===== src/rtl/core/rau_pkg.sv =====
`timescale 1ns / 1ps
// ----------------------------------------------------------------------------
// rau_pkg: shared types and codes for the rational arithmetic unit
// Opcodes, status codes and the front-to-back work descriptor.
// ----------------------------------------------------------------------------
package rau_pkg;
    localparam int WIDTH_DEF = 32;
    localparam int XW        = 64;  // double-width product lane

    localparam logic [2:0] OP_NORM = 3'd0;
    localparam logic [2:0] OP_ADD  = 3'd1;
    localparam logic [2:0] OP_SUB  = 3'd2;
    localparam logic [2:0] OP_MUL  = 3'd3;
    localparam logic [2:0] OP_DIV  = 3'd4;
    localparam logic [2:0] OP_EQ   = 3'd5;
    localparam logic [2:0] OP_LT   = 3'd6;
    localparam logic [2:0] OP_NONE = 3'd7;

    localparam logic [1:0] ST_OK   = 2'd0;
    localparam logic [1:0] ST_ZERO = 2'd1;
    localparam logic [1:0] ST_OVF  = 2'd2;

    // Classified request passed from front to back.
    typedef struct packed {
        logic [2:0]    op;
        logic          done;   // result already decided in the front
        logic [1:0]    st;
        logic          a_neg;
        logic          b_neg;
        logic [31:0]   a_n;
        logic [31:0]   a_d;
        logic [31:0]   b_n;
        logic [31:0]   b_d;
    } t_work;
endpackage


===== src/rtl/core/rau_if.sv =====
`timescale 1ns / 1ps
// ----------------------------------------------------------------------------
// rau_in_if / rau_out_if: request and result channels
// Valid/ready handshake with the payload fields.
// ----------------------------------------------------------------------------
interface rau_in_if;
    logic        valid;
    logic        ready;
    logic [2:0]  req_type;
    logic [31:0] a_num;
    logic [31:0] a_den;
    logic [31:0] b_num;
    logic [30:0] b_den;
    modport source (output valid, req_type, a_num, a_den, b_num, b_den, input ready);
    modport sink   (input valid, req_type, a_num, a_den, b_num, b_den, output ready);
endinterface



===== src/rtl/core/rau_front.sv =====
`timescale 1ns / 1ps
// ----------------------------------------------------------------------------
// rau_front: request intake and classification
// Folds signs, flags zero denominators, pushes a work word into a queue.
// ----------------------------------------------------------------------------
module rau_front #(
    parameter int WIDTH = rau_pkg::WIDTH_DEF
) (
    input  logic           i_clk,
    input  logic           i_rst_n,
    rau_in_if.sink         i_req,
    output rau_pkg::t_work o_work,
    output logic           o_work_valid,
    input  logic           i_work_ready
);
    localparam int DEPTH = 2;

    rau_pkg::t_work r_q [DEPTH];
    logic           r_wp, r_rp;
    logic [1:0]     r_cnt;
    rau_pkg::t_work n_w;

    logic signed [WIDTH-1:0] an, ad, bn;
    logic [WIDTH-2:0]        bd;
    logic [WIDTH-1:0]        an_m, ad_m, bn_m;

    always_comb begin
        an   = i_req.a_num[WIDTH-1:0];
        ad   = i_req.a_den[WIDTH-1:0];
        bn   = i_req.b_num[WIDTH-1:0];
        bd   = i_req.b_den[WIDTH-2:0];
        an_m = an[WIDTH-1] ? (~an + 1'b1) : an;
        ad_m = ad[WIDTH-1] ? (~ad + 1'b1) : ad;
        bn_m = bn[WIDTH-1] ? (~bn + 1'b1) : bn;
        n_w       = '0;
        n_w.op    = i_req.req_type;
        n_w.a_n   = 32'(an_m);
        n_w.a_d   = 32'(ad_m);
        n_w.b_n   = 32'(bn_m);
        n_w.b_d   = 32'(bd);
        n_w.a_neg = (an != 0) && (an[WIDTH-1] != ad[WIDTH-1]);
        n_w.b_neg = (bn != 0) && bn[WIDTH-1];
        n_w.st    = rau_pkg::ST_OK;
        if (i_req.req_type == rau_pkg::OP_NONE) begin
            n_w.done = 1'b1;
        end else if (ad == 0 || (i_req.req_type != rau_pkg::OP_NORM && bd == 0) ||
                     (i_req.req_type == rau_pkg::OP_DIV && bn == 0)) begin
            n_w.done = 1'b1;
            n_w.st   = rau_pkg::ST_ZERO;
        end
    end

    assign i_req.ready  = (r_cnt != 2'(DEPTH));
    assign o_work_valid = (r_cnt != 0);
    assign o_work       = r_q[r_rp];

    wire push = i_req.valid && i_req.ready;
    wire pop  = o_work_valid && i_work_ready;

    always_ff @(posedge i_clk) begin
        if (!i_rst_n) begin
            r_wp <= 1'b0; r_rp <= 1'b0; r_cnt <= '0;
        end else begin
            if (push) begin
                r_q[r_wp] <= n_w;
                r_wp      <= ~r_wp;
            end
            if (pop) r_rp <= ~r_rp;
            r_cnt <= r_cnt + 2'(push) - 2'(pop);
        end
    end
endmodule


===== src/flat_wrapper.sv =====
// flat-port wrapper written by rule: the top's interface ports become plain ports
module rau_front_flat 
#(
    parameter int WIDTH = rau_pkg::WIDTH_DEF
)
  (i_clk, i_rst_n, o_work, o_work_valid, i_work_ready, i_req_valid, i_req_req_type, i_req_a_num, i_req_a_den, i_req_b_num, i_req_b_den, i_req_ready);
  rau_in_if i_req_i ();
  input  logic i_clk;
  input  logic i_rst_n;
  output rau_pkg::t_work o_work;
  output logic o_work_valid;
  input  logic i_work_ready;
  input wire logic [$bits(i_req_i.valid)-1:0] i_req_valid;
  input wire logic [$bits(i_req_i.req_type)-1:0] i_req_req_type;
  input wire logic [$bits(i_req_i.a_num)-1:0] i_req_a_num;
  input wire logic [$bits(i_req_i.a_den)-1:0] i_req_a_den;
  input wire logic [$bits(i_req_i.b_num)-1:0] i_req_b_num;
  input wire logic [$bits(i_req_i.b_den)-1:0] i_req_b_den;
  output wire logic [$bits(i_req_i.ready)-1:0] i_req_ready;
  assign i_req_i.valid = i_req_valid;
  assign i_req_i.req_type = i_req_req_type;
  assign i_req_i.a_num = i_req_a_num;
  assign i_req_i.a_den = i_req_a_den;
  assign i_req_i.b_num = i_req_b_num;
  assign i_req_i.b_den = i_req_b_den;
  assign i_req_ready = i_req_i.ready;
  rau_front #(.WIDTH(WIDTH)) u_core (.i_clk(i_clk), .i_rst_n(i_rst_n), .i_req(i_req_i), .o_work(o_work), .o_work_valid(o_work_valid), .i_work_ready(i_work_ready));
endmodule

===== config.mk =====
export PLATFORM = sky130hd
export DESIGN_NAME = rau_front_flat
export DESIGN_NICKNAME = d
export VERILOG_FILES = /design/src/rtl/core/rau_pkg.sv /design/src/rtl/core/rau_if.sv /design/src/rtl/core/rau_front.sv /design/src/flat_wrapper.sv
export SDC_FILE = /design/constraint.sdc
export NUM_CORES = 1
export LEC_CHECK = 0
export CORE_UTILIZATION = 55
export DETAILED_ROUTE_END_ITERATION = 12
export DONT_BUFFER_PORTS = 1
export GPL_TIMING_DRIVEN = 0
export PLACE_DENSITY = 0.66
export SLEW_MARGIN = 25
export SYNTH_ARGS = -nofsm -noshare
export SYNTH_HDL_FRONTEND = slang
export SYNTH_SLANG_ARGS = --single-unit

===== constraint.sdc =====
create_clock -name i_clk -period 19.9 [get_ports i_clk]
set_clock_uncertainty 0.2 [all_clocks]
set_input_delay 1.99 -clock i_clk [delete_from_list [all_inputs] [get_ports i_clk]]
set_output_delay 1.99 -clock i_clk [all_outputs]
set_load 0.03 [all_outputs]

==> impl_results.md <==
* Combinational family with the most area after synthesis: multiplexers
* Max rail drop VDD at 0.0788 mV
* Drt first pass iters at 4
* Core ar. at 21,200 sq um
* Total gr overflow at 0
* Share of flip-flops with an asynchronous set or reset at 0
* Slew margin rel. at 0.483
* Pleak at 4.20 nW
* Status: finished, final reports clean
* Vias per inst at 5.93
* First-pass GRT wire length at 37.3 mm
* Initial antenna violation count at 0
* Ratio of final minimum period to clock period at 0.260
* CTS tree: yes
* Clk Latency, worst-skew pair at 540 ps
* Number of synthesized flops with an enable pin at 268
* Reg clk slew, reported paths at 60 ps
* Final setup vio count at 0
* Unique masters post-synth at 50
* Yosys top cell area share at 0.669
* Die width at 150 um
* F_max at 194 MHz
* Synth Cell Area at 12,000 sq um
* Post-Synth XOR/XNOR Area at 0.0662
* Top post-synthesis cells by area: edfxtp_1 67%, mux2_2 13%, xnor2_1 6.3%, o31ai_1 1.4%, o21ai_0 1.0%
* DRC viols at 0
* Detail Placement HPWL at 17.8 mm
* Synth Flop Type: edfxtp_1
* Syn. warnings at 0
* Mux share of post-synthesis cell area at 0.125
* Post-synth top area cell: edfxtp_1
* Total GRT Usage at 0.220
* CTS buffer count at 28
* Req. time, crit path at 17,710 ps
* Post-synthesis adder-cell area fraction at 0.00520
* Layout overhead on the synthesized area at 12.8%
* Critical path arrival at 2980 ps
* RSZ-0062 raised after global routing: no
* CTS max path bufs at 3
* Syn Area/Cell at 16.0 sq um
* Final min period at 5170 ps
* 1st-iter DRT viols at 344
* Final Hold Fails at 0
* Port-buffer cells at 0
* CTS H-tree lvls at 1
* Worst Path Max Fanout at 10
* Critical path class: register to primary output
* Cts repair resizes at 0
* # hold bufs at CTS at 0
* Most common cell after layout, fill and taps aside: edfxtp_1
* TritonCTS Sinks at 273
* Via count at 6,441
* Final nets at 930
* Die Area at 22,500 sq um
* TNS Setup at 0 ps
* Compound-Gate Fraction of Synth Area at 0.0489
* Max-Cap Viols at 0
* Placement row count at 53
* DR WL/cell at 23.0 um
* Final Util at 0.639
* Critical Path Start Type: register
* Seq/Total Area, Yosys at 0.677
* Post-CTS Setup Bufs at 0
* Die height at 150 um
* Layout filler cell count at 1,518
* I/O pin cnt at 272
* CTS Root Cell: clkbuf_16
* Mapped Cells at 751
* Gpl congestion at 0.808
* Cell Pwr Density at 124 nW/um^2
* Vias in the first global route at 6,688
* Routed Wire Length at 25.0 mm
* Most frequent cells in the layout: 268 x edfxtp_1, 134 x mux2_2, 87 x xnor2_1, 32 x clkbuf_1, 29 x nand2_1
* Starting Density at 0.567
* Worst Tran Pin Value at 773 ps
* Share of layout cells above drive strength 1 at 0.255
* Diodes inserted at 0
* Synth Area in Simple Gates at 0.0619
* Flops & latches, synth at 273
* DRT antenna net count at 0
* Worst Hold Class: register to register
* Fin. max-slew vios at 0
* CP Capture Type: primary output
* Largest net degree at the start of global routing at 49
==> routing by layer <==
layer | wire [um] | GRT usage | up-vias
met5 | 0 | 0 | -
met4 | 500 | 0.0631 | 0
met3 | 2790 | 0.0780 | 39
met2 | 12600 | 0.380 | 248
met1 | 9100 | 0.256 | 3168
li1 | - | - | 2986
==> worst paths after layout <==
path | from | end | slack (ps) | depth (start not counted)
max reg2reg | u_core.r_cnt[0]$_SDFF_PN0_ | u_core.r_q[0][112]$_DFFE_PP_ | 17050 | 8
min reg2reg | u_core.r_rp$_SDFFE_PN0P_ | register | 350 | 2
min | u_core.r_rp$_SDFFE_PN0P_ | register | 350 | 2
max | register | o_work[102] | 14730 | 4
==> final cells by class <==
type | instances | area, sq um | area share
plain buffers | 35 | 149 | 0.0110
clock buffers | 33 | 739 | 0.0545
flip-flops and latches | 273 | 8150 | 0.601
repair buffers | 9 | 233 | 0.0172
inverters | 8 | 30.0 | 0.00221
well taps | 275 | 344 | 0.0254
multi-input cells | 436 | 3720 | 0.274
clock inverters | 17 | 204 | 0.0150
==> synth_stat cells (3+ instances only) <==
master / instances
dfxtp_1: 5
nand2b_1: 6
mux2_2: 134
edfxtp_1: 268
nand3_1: 5
nor4_1: 11
ha_1: 5
o21ai_1: 5
or3_1: 17
nand2_1: 29
o41ai_1: 9
xor2_1: 4
nor2_1: 11
o31ai_2: 4
inv_1: 8
nor3_1: 6
clkbuf_1: 29
or4_4: 3
and2_1: 4
nand4_1: 4
xnor2_1: 87
o21ai_0: 25
o31a_1: 3
o31ai_1: 23
or4_1: 16
==> report_power, final <==
| group | internal [W] | switching (W) |
|---|---|---|
| registers | 0.000700 | 0.0000122 |
| logic | 0.000135 | 0.000312 |
| clock network | 0.000317 | 0.000209 |
==> critical path: stages, from the launching register on <==
cell      delay [ps]
dfxtp_1          300
clkbuf_1         440
clkbuf_1         620
clkbuf_1         560
mux2_2           510
==> cell families after synthesis <==
kind of cell / count (synthesis)
xor gates and xnor gates: 91
buffers and inverters: 43
and+or+nand+nor: 127
AOI/OAI and AO/OA: 77
other: 1
adders and majority gates: 5
DFF: 273
muxes: 134
==> state kept, by name, indices dropped and copies added (netlist names), named ones only <==
name,count
u_core.r_wp,1
u_core.r_rp,1
u_core.r_cnt,2
u_core.r_q,268
==> stage by stage <==
step	setup WS (ps)	total power (W)	instance area (sq um)	hold slack, ps	cells
after floorplan	11220	0.00110	12000	304	752
after global placement	8210	0.00117	12400	321	1027
after detailed placement	15250	0.00118	12600	335	1036
after CTS	14660	0.00170	13600	358	1086
after global routing	14580	0.00174	13600	394	1086
final	14730	0.00168	13600	352	1086
No activity file was read; power rests on OpenSTA's default activity.
