[src/rtl/core/rau_pkg.sv]
`timescale 1ns / 1ps
// ----------------------------------------------------------------------------
// rau_pkg: shared types and codes for the rational arithmetic unit
// Opcodes, status codes and the front-to-back work descriptor.
// ----------------------------------------------------------------------------
package rau_pkg;
    localparam int WIDTH_DEF = 32;
    localparam int XW        = 64;  // double-width product lane

    localparam logic [2:0] OP_NORM = 3'd0;
    localparam logic [2:0] OP_ADD  = 3'd1;
    localparam logic [2:0] OP_SUB  = 3'd2;
    localparam logic [2:0] OP_MUL  = 3'd3;
    localparam logic [2:0] OP_DIV  = 3'd4;
    localparam logic [2:0] OP_EQ   = 3'd5;
    localparam logic [2:0] OP_LT   = 3'd6;
    localparam logic [2:0] OP_NONE = 3'd7;

    localparam logic [1:0] ST_OK   = 2'd0;
    localparam logic [1:0] ST_ZERO = 2'd1;
    localparam logic [1:0] ST_OVF  = 2'd2;

    // Classified request passed from front to back.
    typedef struct packed {
        logic [2:0]    op;
        logic          done;   // result already decided in the front
        logic [1:0]    st;
        logic          a_neg;
        logic          b_neg;
        logic [31:0]   a_n;
        logic [31:0]   a_d;
        logic [31:0]   b_n;
        logic [31:0]   b_d;
    } t_work;
endpackage

[src/rtl/core/rau_if.sv]


interface rau_out_if;
    logic        valid;
    logic        ready;
    logic [31:0] res_num;
    logic [30:0] res_den;
    logic        cmp_flag;
    logic [1:0]  status;
    modport source (output valid, res_num, res_den, cmp_flag, status, input ready);
    modport sink   (input valid, res_num, res_den, cmp_flag, status, output ready);
endinterface

[src/rtl/core/rau_back.sv]
`timescale 1ns / 1ps
// ----------------------------------------------------------------------------
// rau_back: execution sequencer
// Cross products via one 32x32 multiplier, then bit-serial restoring
// remainder steps for Euclid's loop, then two serial divides to reduce.
// ----------------------------------------------------------------------------
module rau_back #(
    parameter int WIDTH = rau_pkg::WIDTH_DEF
) (
    input  logic           i_clk,
    input  logic           i_rst_n,
    input  rau_pkg::t_work i_work,
    input  logic           i_work_valid,
    output logic           o_work_ready,
    rau_out_if.source      o_res
);
    localparam int XW = rau_pkg::XW;
    localparam int CW = $clog2(XW + 1);

    localparam logic [3:0] S_IDLE = 4'd0;
    localparam logic [3:0] S_M0   = 4'd1;
    localparam logic [3:0] S_M1   = 4'd2;
    localparam logic [3:0] S_M2   = 4'd3;
    localparam logic [3:0] S_COMB = 4'd4;
    localparam logic [3:0] S_GCD  = 4'd5;
    localparam logic [3:0] S_DIVN = 4'd6;
    localparam logic [3:0] S_DIVD = 4'd7;
    localparam logic [3:0] S_FIN  = 4'd8;
    localparam logic [3:0] S_OUT  = 4'd9;

    logic [3:0]    r_st;
    rau_pkg::t_work r_w;
    logic [XW-1:0] r_t1, r_t2, r_dd;     // products
    logic [XW-1:0] r_n, r_d;
    logic          r_neg;
    logic [XW-1:0] r_x, r_y;             // gcd operands
    logic [XW-1:0] r_q, r_rem;           // serial divider
    logic [CW-1:0] r_cnt;
    logic          r_first;
    logic [XW-1:0] r_g;
    logic [XW-1:0] r_rn;

    logic [31:0] r_res_num;
    logic [30:0] r_res_den;
    logic        r_cmp;
    logic [1:0]  r_sts;

    // single shared multiplier
    logic [31:0]   m_a, m_b;
    logic [XW-1:0] m_p;
    assign m_p = XW'(m_a) * XW'(m_b);

    always_comb begin
        m_a = r_w.a_n; m_b = r_w.b_d;
        unique case (r_st)
            S_M0: begin
                m_a = r_w.a_n;
                m_b = (r_w.op == rau_pkg::OP_MUL) ? r_w.b_n : r_w.b_d;
            end
            S_M1: begin
                m_a = r_w.a_d;
                m_b = (r_w.op == rau_pkg::OP_DIV) ? r_w.b_n : r_w.b_d;
            end
            S_M2: begin
                m_a = r_w.b_n; m_b = r_w.a_d;
            end
            default: ;
        endcase
    end

    // one restoring divide step on r_rem/r_q with divisor div_by
    logic [XW-1:0] div_by;
    logic [XW:0]   trial;
    logic [XW-1:0] sh_rem;
    always_comb begin
        unique case (r_st)
            S_GCD:   div_by = r_y;
            default: div_by = r_g;
        endcase
        sh_rem = {r_rem[XW-2:0], r_q[XW-1]};
        trial  = {r_rem[XW-1], sh_rem} - {1'b0, div_by};
    end
    wire          fits    = !trial[XW];
    wire [XW-1:0] rem_nxt = fits ? trial[XW-1:0] : sh_rem;
    wire [XW-1:0] q_nxt   = {r_q[XW-2:0], fits};

    localparam logic [XW-1:0] LIM = XW'((64'd1 << (WIDTH - 1)) - 1);

    assign o_work_ready = (r_st == S_IDLE);
    assign o_res.valid    = (r_st == S_OUT);
    assign o_res.res_num  = r_res_num;
    assign o_res.res_den  = r_res_den;
    assign o_res.cmp_flag = r_cmp;
    assign o_res.status   = r_sts;

    logic signed [XW:0] sx, sy;
    always_comb begin
        sx = r_w.a_neg ? -$signed({1'b0, r_t1}) : $signed({1'b0, r_t1});
        sy = r_w.b_neg ? -$signed({1'b0, r_t2}) : $signed({1'b0, r_t2});
    end

    always_ff @(posedge i_clk) begin
        if (!i_rst_n) begin
            r_st <= S_IDLE;
        end else begin
            unique case (r_st)
                S_IDLE: if (i_work_valid) begin
                    r_w <= i_work;
                    r_res_num <= '0; r_res_den <= 31'd1; r_cmp <= 1'b0;
                    r_sts <= i_work.st;
                    if (i_work.done) r_st <= S_OUT;
                    else if (i_work.op == rau_pkg::OP_NORM) begin
                        r_n <= XW'(i_work.a_n); r_d <= XW'(i_work.a_d);
                        r_neg <= i_work.a_neg;
                        r_st <= S_COMB;
                    end else r_st <= S_M0;
                end
                S_M0: begin r_t1 <= m_p; r_st <= S_M1; end
                S_M1: begin r_dd <= m_p; r_st <= S_M2; end
                S_M2: begin r_t2 <= m_p; r_st <= S_COMB; end
                S_COMB: begin
                    // assemble n/d and sign, or finish a comparison
                    if (r_w.op == rau_pkg::OP_EQ || r_w.op == rau_pkg::OP_LT) begin
                        r_cmp <= (r_w.op == rau_pkg::OP_EQ) ? (sx == sy) : (sx < sy);
                        r_st  <= S_OUT;
                    end else begin
                        if (r_w.op == rau_pkg::OP_ADD || r_w.op == rau_pkg::OP_SUB) begin
                            logic s2;
                            s2 = (r_w.op == rau_pkg::OP_SUB) ? !r_w.b_neg : r_w.b_neg;
                            if (r_t2 == 0) s2 = r_w.a_neg;
                            if (s2 == r_w.a_neg) begin
                                r_n <= r_t1 + r_t2; r_neg <= r_w.a_neg;
                                r_x <= r_t1 + r_t2;
                            end else if (r_t1 >= r_t2) begin
                                r_n <= r_t1 - r_t2; r_neg <= r_w.a_neg;
                                r_x <= r_t1 - r_t2;
                            end else begin
                                r_n <= r_t2 - r_t1; r_neg <= s2;
                                r_x <= r_t2 - r_t1;
                            end
                            r_d <= r_dd; r_y <= r_dd;
                        end else if (r_w.op == rau_pkg::OP_MUL ||
                                     r_w.op == rau_pkg::OP_DIV) begin
                            r_n <= r_t1; r_d <= r_dd; r_x <= r_t1; r_y <= r_dd;
                            r_neg <= r_w.a_neg != r_w.b_neg;
                        end else begin
                            r_x <= r_n; r_y <= r_d;
                        end
                        r_first <= 1'b1;
                        r_st <= S_GCD;
                    end
                end
                S_GCD: begin
                    // x % y one bit per cycle; swap when a remainder is done
                    if (r_first) begin
                        if (r_y == 0) begin
                            r_g <= r_x; r_rem <= '0; r_q <= r_n;
                            r_cnt <= '0; r_st <= S_DIVN;
                        end else begin
                            r_rem <= '0; r_q <= r_x; r_cnt <= '0; r_first <= 1'b0;
                        end
                    end else begin
                        r_rem <= rem_nxt; r_q <= q_nxt;
                        r_cnt <= r_cnt + 1'b1;
                        if (r_cnt == CW'(XW - 1)) begin
                            r_x <= r_y; r_y <= rem_nxt; r_first <= 1'b1;
                        end
                    end
                end
                S_DIVN: begin
                    r_rem <= rem_nxt; r_q <= q_nxt; r_cnt <= r_cnt + 1'b1;
                    if (r_cnt == CW'(XW - 1)) begin
                        r_rn <= q_nxt; r_rem <= '0; r_q <= r_d; r_cnt <= '0;
                        r_st <= S_DIVD;
                    end
                end
                S_DIVD: begin
                    r_rem <= rem_nxt; r_q <= q_nxt; r_cnt <= r_cnt + 1'b1;
                    if (r_cnt == CW'(XW - 1)) begin
                        r_d <= q_nxt; r_st <= S_FIN;
                    end
                end
                S_FIN: begin
                    logic ng;
                    logic ov;
                    ng = r_neg && (r_rn != 0);
                    ov = (r_d > LIM) || (r_rn > (ng ? LIM + 1'b1 : LIM));
                    if (ov) r_sts <= rau_pkg::ST_OVF;
                    else begin
                        r_res_num <= 32'(ng ? (~r_rn + 1'b1) : r_rn);
                        r_res_den <= 31'(r_d);
                    end
                    r_st <= S_OUT;
                end
                S_OUT: if (o_res.ready) r_st <= S_IDLE;
                default: r_st <= S_IDLE;
            endcase
        end
    end
endmodule

[src/flat_wrapper.sv]
// flat-port wrapper written by rule: the top's interface ports become plain ports
module rau_back_flat 
#(
    parameter int WIDTH = rau_pkg::WIDTH_DEF
)
  (i_clk, i_rst_n, i_work, i_work_valid, o_work_ready, o_res_valid, o_res_res_num, o_res_res_den, o_res_cmp_flag, o_res_status, o_res_ready);
  rau_out_if o_res_i ();
  input  logic i_clk;
  input  logic i_rst_n;
  input  rau_pkg::t_work i_work;
  input  logic i_work_valid;
  output logic o_work_ready;
  output wire logic [$bits(o_res_i.valid)-1:0] o_res_valid;
  output wire logic [$bits(o_res_i.res_num)-1:0] o_res_res_num;
  output wire logic [$bits(o_res_i.res_den)-1:0] o_res_res_den;
  output wire logic [$bits(o_res_i.cmp_flag)-1:0] o_res_cmp_flag;
  output wire logic [$bits(o_res_i.status)-1:0] o_res_status;
  input wire logic [$bits(o_res_i.ready)-1:0] o_res_ready;
  assign o_res_valid = o_res_i.valid;
  assign o_res_res_num = o_res_i.res_num;
  assign o_res_res_den = o_res_i.res_den;
  assign o_res_cmp_flag = o_res_i.cmp_flag;
  assign o_res_status = o_res_i.status;
  assign o_res_i.ready = o_res_ready;
  rau_back #(.WIDTH(WIDTH)) u_core (.i_clk(i_clk), .i_rst_n(i_rst_n), .i_work(i_work), .i_work_valid(i_work_valid), .o_work_ready(o_work_ready), .o_res(o_res_i));
endmodule
[config.mk]
export PLATFORM = sky130hd
export DESIGN_NAME = rau_back_flat
export DESIGN_NICKNAME = d
export VERILOG_FILES = /design/src/rtl/core/rau_pkg.sv /design/src/rtl/core/rau_if.sv /design/src/rtl/core/rau_back.sv /design/src/flat_wrapper.sv
export SDC_FILE = /design/constraint.sdc
export NUM_CORES = 2
export LEC_CHECK = 0
export BUFFER_PORTS_ARGS = -buffer_cell sky130_fd_sc_hd__buf_2
export CAP_MARGIN = 5
export CORE_ASPECT_RATIO = 0.9
export CORE_UTILIZATION = 59
export CTS_CLUSTER_SIZE = 10
export DETAILED_ROUTE_END_ITERATION = 6
export PLACE_DENSITY_LB_ADDON = 0.2
export SETUP_SLACK_MARGIN = 0.02
export SLEW_MARGIN = 20
export SYNTH_ARGS = -nofsm -noshare
export SYNTH_HDL_FRONTEND = slang
export SYNTH_SLANG_ARGS = --single-unit
[constraint.sdc]
create_clock -name i_clk -period 9.5 [get_ports i_clk]
set_input_delay 1.425 -clock i_clk [delete_from_list [all_inputs] [get_ports i_clk]]
set_output_delay 1.425 -clock i_clk [all_outputs]
set_load 0.005 [all_outputs]
==> impl_metrics.json <==
{
  "grt_pass1_vias": 75302,
  "synth_edf_count": 912,
  "cp.required_ps": 10040,
  "die-area_sq_mm": 0.1537,
  "drc_errors": 4,
  "worstSetupEndpointType": "flop",
  "crit_fanout": 6,
  "grt_setup_unrepaired": "yes",
  "drt-total-wl_microns": 359300,
  "grt_max_degree": 83,
  "slew_headroom_pct": 20.05,
  "cts.sink_count": 916,
  "place_hpwl_microns": 290000,
  "syn-cell-area_sq_mm": 0.08977,
  "syn2layout_area_growth_pct": 13.85,
  "worstSetupStartpointType": "flop",
  "clk_pin_slew_ps": 60,
  "tightestPinTransition_ps": 1189,
  "status": "complete, but fails checks",
  "synth_top_flop_cell": "edfxtp_1",
  "fmax_mhz": 103.2,
  "final_util_pct": 67.76,
  "cp_slowest_cell": "fa_1",
  "seq_area_sq_mm": 0.02747,
  "seq_area_frac_synth_pct": 30.59,
  "cts_tree": "done",
  "rows": 135,
  "whs_ps": 373.9,
  "die_w_microns": 413.2,
  "io_buffers": 207,
  "cp_common_cell": "fa_1",
  "fp.coreArea_sq_mm": 0.1508,
  "gr-usage-all-layers_pct": 45.90,
  "violations": "design-rule violations, negative setup slack",
  "slew_violations": 0,
  "start_util_pct": 59.52,
  "cts.root.buffer_cell": "clkbuf_16",
  "synthCells": 9414,
  "multi_input_area_sq_mm": 0.05771,
  "syn_nets": 11071,
  "post-place-ws_ps": -510.3,
  "vias_per_cell": 6.588,
  "crit_family": "adder cells",
  "clk_latency_ps": 800,
  "fillers": 11772,
  "yosysWarnings": 0,
  "gr-total-overflow": 0,
  "clock_path_buffers": 3,
  "hold_buffers": 0,
  "final_antenna_net_count": 0,
  "avgSynthCellArea_sq_um": 9.536,
  "crit_start": "u_core.r_w[133]",
  "synth_top_area_share_pct": 30.51,
  "vias": 78864,
  "hp-start": "u_core.r_x[43]",
  "h-tree-depth": 3,
  "synth_most_common_cell": "nor2_1",
  "gp_congestion": 1.099,
  "synth_seq_cells": 916,
  "drive_above_1_share_pct": 12.96,
  "firstDrtPassIters": 7,
  "fin_ws_ps": -193.4,
  "critPathKind": "flop to flop",
  "finalHoldViolations": 0,
  "min_path_type": "flop to flop",
  "cap_violations": 0,
  "skew_ps": 129.4,
  "fin_tns_setup_ps": -2114,
  "ys_async_sr_fraction_pct": 0,
  "final_nets": 11575,
  "min_period_over_period_pct": 102.0,
  "wl_per_cell_microns": 30.02,
  "antenna_found_initial": 20,
  "synth_largest_area_cell": "edfxtp_1",
  "synth_common_cells": "1,147 x nor2_1, 1,091 x inv_1, 912 x edfxtp_1",
  "layout_min_cycle_time_ps": 9693,
  "die_height_microns": 372.1,
  "grt_pass1_wl_microns": 507900,
  "synth_cell_types": 87,
  "cts_made_buffers": 109,
  "crit_arrival_ps": 10230,
  "detail_route.iter0.violations": 11594,
  "crit_buf_inv": 9,
  "r2r-start": "u_core.r_w[133]",
  "critPathMaxStageDelay_ps": 580,
  "ioPinCount": 208,
  "synthTopCellsByArea": "edfxtp_1 31%, fa_1 20%, ha_1 8.6%",
  "finalSetupViolCount": 21
}
-- sequential cells by signal, summed over array words and instances, names as in the netlist --
register and count:
u_core.r_w 133, u_core.r_d 64, u_core.r_dd 64, u_core.r_g 64
u_core.r_n 64, u_core.r_q 64, u_core.r_rem 64, u_core.r_rn 64
u_core.r_t1 64, u_core.r_t2 64, u_core.r_x 64, u_core.r_y 64
u_core.o_res.res_num 32, u_core.o_res.res_den 31, u_core.r_cnt 7, u_core.r_st 4
u_core.o_res.status 2, u_core.o_res.cmp_flag 1, u_core.r_first 1, u_core.r_neg 1
-- cell families (layout without fill, tap and decap cells) --
| family | after synthesis | count (layout) | synth area share (%) |
|---|---|---|---|
| adders and majority gates | 1517 | 1517 | 28.67 |
| DFF | 916 | 916 | 30.59 |
| other | 0 | 21 | 0 |
| buffers and inverters | 1573 | 2121 | 6.616 |
| AOI/OAI and AO/OA | 2037 | 2038 | 14.16 |
| muxes | 307 | 307 | 3.429 |
| and+or+nand+nor | 2723 | 2723 | 13.21 |
| xor gates and xnor gates | 341 | 341 | 3.327 |
-- through the flow --
step,instances,instance area (sq um)
after floorplan,9414,89780
after global placement,11746,97110
after detailed placement,11746,97110
after CTS,11911,100700
after global routing,11949,102200
final,11970,102200
-- repair_timing --
item,in CTS,in global routing
cloned,0,6
resized for setup,51,229
setup buffers,9,39
pin swaps,10,147
endpoints found under the setup margin,70,87
hold endpoints to repair,0,0
-- layout make-up --
| class | instances | area share (%) |
|---|---|---|
| multi-input cells | 6926 | 56.46 |
| flip-flops and latches | 916 | 26.87 |
| repair buffers | 871 | 7.023 |
| diodes | 21 | 0.05142 |
| clock inverters | 27 | 0.3991 |
| well taps | 1986 | 2.431 |
| clock buffers | 129 | 2.742 |
| inverters | 1094 | 4.018 |
-- cells in the final DEF, fill, tap and decap left out, types with 76 or more instances in the layout --
| cell type | n |
|---|---|
| nor2_1 | 1124 |
| inv_1 | 1085 |
| edfxtp_1 | 912 |
| nand2_1 | 880 |
| fa_1 | 862 |
| ha_1 | 598 |
| a21oi_1 | 577 |
| buf_4 | 547 |
| o21ai_0 | 481 |
| mux2i_1 | 303 |
| xnor2_1 | 255 |
| buf_2 | 207 |
| a21o_1 | 162 |
| nand4_1 | 116 |
| a22oi_1 | 114 |
| clkbuf_16 | 113 |
| o21bai_1 | 92 |
| nand3_1 | 88 |
| o31ai_1 | 76 |
-- routing by layer --
layer / track usage (%) / part of all wire [%]
met5: 0 / 0.11
met2: 62.68 / 40
met4: 23.80 / 6.5
met3: 19.72 / 16
met1: 61.61 / 37
-- final timing paths --
check | end | slack [ps] | cells after the start
setup / recovery | u_core.r_t2[60] | -190 | 38
hold / removal | u_core.r_g[43] | 370 | 0
setup reg to reg | u_core.r_t2[60] | -190 | 38
hold reg to reg | u_core.r_g[43] | 370 | 0
Power is not shown: default switching activity piles up to over one toggle a cycle in this logic, so the estimate is an artifact.
